--- config.mk ---
export PLATFORM = sky130hd
export DESIGN_NAME = noise_shaped_dither_quantizer
export DESIGN_NICKNAME = d
export VERILOG_FILES = /design/src/rtl/nsdq_pkg.sv /design/src/rtl/nsdq_state_mem.sv /design/src/rtl/nsdq_calc.sv /design/src/rtl/noise_shaped_dither_quantizer.sv
export SDC_FILE = /design/constraint.sdc
export NUM_CORES = 1
export LEC_CHECK = 0
export ABC_CLOCK_PERIOD_IN_PS = 27300
export BUFFER_PORTS_ARGS = -buffer_cell sky130_fd_sc_hd__buf_4
export CAP_MARGIN = 20
export CORE_MARGIN = 4
export CORE_UTILIZATION = 65
export DETAILED_ROUTE_END_ITERATION = 10
export GPL_TIMING_DRIVEN = 0
export PLACE_DENSITY = 0.93
export SYNTH_ARGS = -nofsm -noshare
export SYNTH_HDL_FRONTEND = slang
export SYNTH_SLANG_ARGS = --single-unit
--- constraint.sdc ---
create_clock -name clk_i -period 27.3 [get_ports clk_i]
set_input_delay 1.365 -clock clk_i [delete_from_list [all_inputs] [get_ports clk_i]]
set_output_delay 1.365 -clock clk_i [all_outputs]
set_load 0.01 [all_outputs]
--- src/rtl/nsdq_pkg.sv ---
// Shared types, constants and functions of the noise-shaped dither quantizer.
// No dependencies; every other file imports this package.
package nsdq_pkg;

  localparam int unsigned DATA_W = 32;

  // Linear congruential noise generator
  localparam logic [DATA_W-1:0] LCG_MUL = 32'h0019_660D;
  localparam logic [DATA_W-1:0] LCG_ADD = 32'h3C6E_F35F;

  // Per-channel state word kept in the state memory
  typedef struct packed {
    logic [DATA_W-1:0] seed_nxt;  // generator output for the next item
    logic [DATA_W-1:0] seed;      // current generator state
    logic [DATA_W-1:0] err_c;     // older error
    logic [DATA_W-1:0] err_b;     // halved previous error
    logic [DATA_W-1:0] err_a;     // newest error
  } state_t;

  // Seed after reset is zero, so its successor is the generator increment
  localparam state_t ST_RESET = '{
    seed_nxt: LCG_ADD,
    seed:     '0,
    err_c:    '0,
    err_b:    '0,
    err_a:    '0
  };

  function automatic logic [DATA_W-1:0] lcg_next(input logic [DATA_W-1:0] s);
    lcg_next = s * LCG_MUL + LCG_ADD;
  endfunction

endpackage

--- src/rtl/nsdq_state_mem.sv ---
// Per-channel state memory with registered read.
// Entries never written read as the reset state through per-entry valid bits.
// Depends on nsdq_pkg.
module nsdq_state_mem
  import nsdq_pkg::*;
#(
  parameter int unsigned DEPTH = 2,
  parameter int unsigned AW    = 1
) (
  input  logic          clk_i,
  input  logic          rst_ni,
  input  logic          rd_en_i,
  input  logic [AW-1:0] rd_addr_i,
  output state_t        rd_data_o,
  input  logic          wr_en_i,
  input  logic [AW-1:0] wr_addr_i,
  input  state_t        wr_data_i
);

  state_t               mem [DEPTH];
  logic   [DEPTH-1:0]   vld_q;
  state_t               rd_data_q;

  always_ff @(posedge clk_i) begin
    if (wr_en_i) begin
      mem[wr_addr_i] <= wr_data_i;
    end
  end

  // Read before write: a same-edge write is forwarded by the caller
  always_ff @(posedge clk_i) begin
    if (rd_en_i) begin
      rd_data_q <= vld_q[rd_addr_i] ? mem[rd_addr_i] : ST_RESET;
    end
  end

  always_ff @(posedge clk_i or negedge rst_ni) begin
    if (!rst_ni) begin
      vld_q <= '0;
    end else if (wr_en_i) begin
      vld_q[wr_addr_i] <= 1'b1;
    end
  end

  assign rd_data_o = rd_data_q;

endmodule

--- src/rtl/nsdq_calc.sv ---
// Per-item arithmetic: noise shaping, dither, clipping, quantization and
// the updated channel state. Purely combinational. Depends on nsdq_pkg.
module nsdq_calc
  import nsdq_pkg::*;
#(
  parameter int unsigned OUT_BITS  = 16,
  parameter int unsigned FRAC_BITS = 28
) (
  input  logic [DATA_W-1:0]   sample_i,
  input  state_t              st_i,
  output state_t              st_o,
  output logic [OUT_BITS-1:0] pcm_o
);

  localparam int unsigned       SCALE_BITS = FRAC_BITS + 1 - OUT_BITS;
  localparam logic [DATA_W-1:0] LOW_MASK   = (32'd1 << SCALE_BITS) - 32'd1;
  localparam logic [DATA_W-1:0] BIAS       = 32'd1 << (FRAC_BITS - OUT_BITS);
  localparam logic [DATA_W-1:0] HI         = (32'd1 << FRAC_BITS) - 32'd1;
  localparam logic [DATA_W-1:0] LO         = ~HI;

  logic [DATA_W-1:0] smp;
  logic [DATA_W-1:0] dith;
  logic [DATA_W-1:0] acc;
  logic [DATA_W-1:0] s_clip;
  logic [DATA_W-1:0] o_clip;
  logic [DATA_W-1:0] o_quant;
  logic [DATA_W-1:0] a_half;

  always_comb begin
    smp  = sample_i + st_i.err_a - st_i.err_b + st_i.err_c;
    dith = BIAS + (st_i.seed_nxt & LOW_MASK) - (st_i.seed & LOW_MASK);
    acc  = smp + dith;

    s_clip = smp;
    o_clip = acc;
    // Clip the shaped sample only on the side where the output clipped
    if ($signed(acc) > $signed(HI)) begin
      o_clip = HI;
      if ($signed(smp) > $signed(HI)) begin
        s_clip = HI;
      end
    end else if ($signed(acc) < $signed(LO)) begin
      o_clip = LO;
      if ($signed(smp) < $signed(LO)) begin
        s_clip = LO;
      end
    end

    o_quant = o_clip & ~LOW_MASK;

    // Halve toward zero: add one to negative values before the shift
    a_half = DATA_W'($signed(st_i.err_a + {{(DATA_W-1){1'b0}}, st_i.err_a[DATA_W-1]}) >>> 1);

    st_o.err_a    = s_clip - o_quant;
    st_o.err_b    = a_half;
    st_o.err_c    = st_i.err_b;
    st_o.seed     = st_i.seed_nxt;
    st_o.seed_nxt = lcg_next(st_i.seed_nxt);

    pcm_o = o_quant[SCALE_BITS +: OUT_BITS];
  end

endmodule

--- src/rtl/noise_shaped_dither_quantizer.sv ---
// Noise-shaped triangular dither requantizer, top level.
// An accepted item passes the input stage, then the output register; throughput is
// one item per cycle while the output is taken, also for the same channel back to back;
// the state memory read is issued at accept and a same-edge write is forwarded.
// Reset clears the control state and the per-channel valid bits at once.
// Depends on nsdq_pkg, nsdq_state_mem and nsdq_calc.
module noise_shaped_dither_quantizer
  import nsdq_pkg::*;
#(
  parameter int unsigned OUT_BITS     = 16,
  parameter int unsigned FRAC_BITS    = 28,
  parameter int unsigned NUM_CHANNELS = 2
) (
  input  logic                            clk_i,
  input  logic                            rst_ni,
  input  logic                            s_axis_tvalid,
  output logic                            s_axis_tready,
  input  logic [DATA_W-1:0]               s_axis_tdata,  // [31:0] sample_in
  input  logic                            s_axis_tuser,  // [0] channel
  output logic                            m_axis_tvalid,
  input  logic                            m_axis_tready,
  output logic [((OUT_BITS+7)/8)*8-1:0]   m_axis_tdata   // [OUT_BITS-1:0] pcm_out
);

  localparam int unsigned AW      = (NUM_CHANNELS > 1) ? $clog2(NUM_CHANNELS) : 1;
  localparam int unsigned TDATA_W = ((OUT_BITS + 7) / 8) * 8;

  logic                in_acc;
  logic [AW-1:0]       in_ch;
  logic                out_free;
  logic                s1_adv;

  logic                s1_vld_q, s1_vld_d;
  logic [AW-1:0]       s1_ch_q;
  logic [DATA_W-1:0]   s1_smp_q;
  logic                fwd_q, fwd_d;
  state_t              fwd_st_q;
  logic                out_vld_q, out_vld_d;
  logic [OUT_BITS-1:0] out_pcm_q;

  state_t              rd_st;
  state_t              cur_st;
  state_t              new_st;
  logic [OUT_BITS-1:0] pcm;

  assign in_ch    = (NUM_CHANNELS > 1) ? AW'(s_axis_tuser) : '0;
  assign out_free = !out_vld_q || m_axis_tready;
  assign s1_adv   = s1_vld_q && out_free;
  assign s_axis_tready = !s1_vld_q || out_free;
  assign in_acc   = s_axis_tvalid && s_axis_tready;

  nsdq_state_mem #(
    .DEPTH (NUM_CHANNELS),
    .AW    (AW)
  ) u_mem (
    .clk_i     (clk_i),
    .rst_ni    (rst_ni),
    .rd_en_i   (in_acc),
    .rd_addr_i (in_ch),
    .rd_data_o (rd_st),
    .wr_en_i   (s1_adv),
    .wr_addr_i (s1_ch_q),
    .wr_data_i (new_st)
  );

  // Take the state written on the accept edge when the channel matches
  assign cur_st = fwd_q ? fwd_st_q : rd_st;

  nsdq_calc #(
    .OUT_BITS  (OUT_BITS),
    .FRAC_BITS (FRAC_BITS)
  ) u_calc (
    .sample_i (s1_smp_q),
    .st_i     (cur_st),
    .st_o     (new_st),
    .pcm_o    (pcm)
  );

  always_comb begin
    s1_vld_d = s1_vld_q;
    fwd_d    = fwd_q;
    if (in_acc) begin
      s1_vld_d = 1'b1;
      fwd_d    = s1_adv && (s1_ch_q == in_ch);
    end else if (s1_adv) begin
      s1_vld_d = 1'b0;
    end

    out_vld_d = out_vld_q;
    if (s1_adv) begin
      out_vld_d = 1'b1;
    end else if (m_axis_tready) begin
      out_vld_d = 1'b0;
    end
  end

  always_ff @(posedge clk_i or negedge rst_ni) begin
    if (!rst_ni) begin
      s1_vld_q  <= 1'b0;
      fwd_q     <= 1'b0;
      out_vld_q <= 1'b0;
    end else begin
      s1_vld_q  <= s1_vld_d;
      fwd_q     <= fwd_d;
      out_vld_q <= out_vld_d;
    end
  end

  always_ff @(posedge clk_i) begin
    if (in_acc) begin
      s1_ch_q  <= in_ch;
      s1_smp_q <= s_axis_tdata;
      fwd_st_q <= new_st;
    end
    if (s1_adv) begin
      out_pcm_q <= pcm;
    end
  end

  assign m_axis_tvalid = out_vld_q;
  assign m_axis_tdata  = TDATA_W'(out_pcm_q);

endmodule

==> results.json <==
{
  "cp.arrival_ps": 15210,
  "synth_warnings": 0,
  "synthArstFlopShare_pct": 0.936,
  "final_cell_area_um2": 30700,
  "drcViolationCount": 2,
  "synth_cell_types": 78,
  "final_antenna_net_count": 0,
  "r2r_cells": 49,
  "status": "complete, but fails checks",
  "die_area_um2": 45900,
  "gp_congestion": 0.938,
  "slew_violations": 0,
  "worst_slew_margin_rel_pct": 20.0,
  "route.vias.total": 17000,
  "clk_latency_ps": 620,
  "grt_pass1_wl_um": 99400,
  "synth-compound-area-share_pct": 6.63,
  "io_buffers": 54,
  "antenna_found_initial": 1,
  "core_um2": 42000,
  "yosysMostFrequentCell": "edfxtp_1",
  "hold_class": "reg -> reg",
  "synth_edf_count": 529,
  "cts_hold_buffers": 0,
  "fin_cells": 2753,
  "die_w_um": 214,
  "r2r_start": "fwd_q",
  "crit_type": "reg -> reg",
  "netlist_area_um2": 27600,
  "cts_buffers": 53,
  "finish.utilization_pct": 73.1,
  "cts_resized": 0,
  "tritoncts": "done",
  "drive_above_1_share_pct": 10.5,
  "critical_path.max_stage_delay_ps": 890,
  "hold_viol": 0,
  "cp_slowest_cell": "buf_1",
  "holdCritStartpoint": "u_mem.vld_q[0]",
  "tightest_slew_ps": 1200,
  "grt_util_all_layers_pct": 27.7,
  "dp_hpwl_um": 43600,
  "dp.cells": 2655,
  "synth_top_flop_cell": "edfxtp_1",
  "yosysTopAreaCellShare_pct": 57.5,
  "synth.area.mux_share_pct": 8.31,
  "cp_common_cell": "o21ai_0",
  "initial_core_util_pct": 65.8,
  "final_nets": 2441,
  "multi_input_area_um2": 10300,
  "fin_skew_ps": 29.0,
  "clkTransAtPathRegs_ps": 60,
  "fin_tns_setup_ps": 0,
  "finalCritPeriodShare_pct": 54.7,
  "syn_nets": 2322,
  "synth_area_leader_cell": "edfxtp_1",
  "drtIter0Drc": 1935,
  "fmaxAchievable_mhz": 67.0,
  "synth_top_family_by_area": "adder cells",
  "fp.dieH_um": 214,
  "worstPathMaxFanout": 10,
  "ys_seq_area_share_pct": 57.9,
  "placedInstanceArea_um2": 29000,
  "synthTopCellsByCount": "529 x edfxtp_1, 274 x inv_1, 183 x mux2i_1",
  "r2r-end": "fwd_st_q[30]",
  "rrSetupSlack_ps": 12380,
  "synth-xor-area-share_pct": 3.62,
  "max_cap_viol_count": 0,
  "cp_top_family": "buffers and inverters",
  "synthTopCellsByArea": "edfxtp_1 57%, mux2i_1 6.6%, fa_1 6.5%, ha_1 6.5%, inv_1 3.7%",
  "grt_max_degree": 73,
  "synth-simple-area-share_pct": 5.75,
  "h-tree-depth": 2,
  "cts-root-buf": "clkbuf_16",
  "setup_violations": 0,
  "rows": 75,
  "synth-adder-area-share_pct": 13.0,
  "cp.required_ps": 27590,
  "yosys_register_bits": 534,
  "overflow": 0,
  "grt_pass1_vias": 18000,
  "clock-sinks": 534,
  "routed_wl_um": 63300,
  "firstDrtPassIters": 8,
  "clock_path_buffers": 3,
  "seq_area_um2": 16000,
  "wl_per_cell_um": 23.0,
  "synth_area_per_cell_um2": 13.5,
  "whs_endpoint": "u_mem.vld_q[0]",
  "syn_to_final_growth_pct": 11.1,
  "post-cts-setup-buffers": 0,
  "num_io_pins": 55,
  "endpoint_kind": "flop",
  "start_kind": "flop",
  "critPathBufInv": 13,
  "hold_path_depth": 1,
  "routed_via_density": 6.17,
  "fillCellCount": 2438,
  "grt_setup_unrepaired": "false",
  "syn-instance-count": 2052,
  "min_period_ps": 14920,
  "violations": "DRC"
}
==> how the worst max path moves through the flow <==
stage	startpoint	end	cells past startpoint
CTS	fwd_q	u_mem.mem[0][30]	49
global placement	fwd_q	u_mem.mem[0][30]	49
floorplan	fwd_q	fwd_st_q[31]	52
global route	fwd_q	u_mem.mem[0][30]	47
detailed placement	fwd_q	u_mem.mem[0][30]	49
finish	fwd_q	fwd_st_q[30]	49
==> placed cells by master (no fill, tap or decap), types with 23 or more instances in the layout <==
master and instances:
nand2_1 44, a21oi_1 92, xor2_1 37, a21o_1 30
ha_1 143, mux2_2 40, mux2i_1 183, clkbuf_1 38
buf_4 57, clkbuf_16 54, inv_1 274, nor2_1 165
o21a_1 23, xnor2_1 72, o21ai_0 39, edfxtp_1 529
fa_1 90
==> worst register-to-register path, delay by kind of cell (launching register included) <==
family / cells / cell delay (ps)
fa+ha+maj: 6 / 2440
flops: 1 / 320
compound gates: 18 / 4360
buf+inv: 13 / 4520
simple gates: 8 / 1760
xor+xnor: 3 / 820
mux: 1 / 350
==> area by class of cell <==
cell class | count | share of cell area, %
Sequential cell | 534 | 52.1
Multi-Input combinational cell | 1186 | 33.6
Clock buffer | 63 | 4.61
Inverter | 274 | 3.35
Tap cell | 539 | 2.20
Timing Repair Buffer | 64 | 2.12
Clock inverter | 34 | 1.01
Buffer | 58 | 0.965
Antenna cell | 1 | 0.00815
==> through the flow <==
step	setup slack, ps	hold WS [ps]
finish	12380	524
global placement	13240	469
detailed placement	12980	498
floorplan	16420	455
global route	11720	537
CTS	12800	519
==> state kept, by name (all words and copies together) (netlist names) <==
register / flops
u_mem.mem: 240
fwd_st_q: 120
u_mem.rd_data_o: 120
s1_smp_q: 32
m_axis_tdata: 16
u_mem.vld_q: 2
fwd_q: 1
m_axis_tvalid: 1
s1_ch_q: 1
s1_vld_q: 1
==> logic make-up (layout without fill, tap and decap cells) <==
family | after synthesis | in the layout
xor gates and xnor gates | 111 | 111
muxes | 224 | 224
AOI/OAI and AO/OA | 279 | 279
adders and majority gates | 233 | 233
other | 0 | 1
DFF | 534 | 534
buffers and inverters | 332 | 493
and+or+nand+nor | 339 | 339
==> per-layer routing <==
metal / track usage (%) / routed length [um] / vias up / share of wire [%]
met5: 0 / 0 / - / 0
met2: 46.9 / 31300 / 882 / 49
met1: 35.7 / 23700 / 8392 / 37
li1: - / - / 7519 / -
met4: 11.8 / 2730 / 0 / 4.3
met3: 4.62 / 5550 / 201 / 8.8
Power is left out: the tool's default activity adds up to more than one toggle a clock period on the data nets, which glitch-free logic cannot reach.
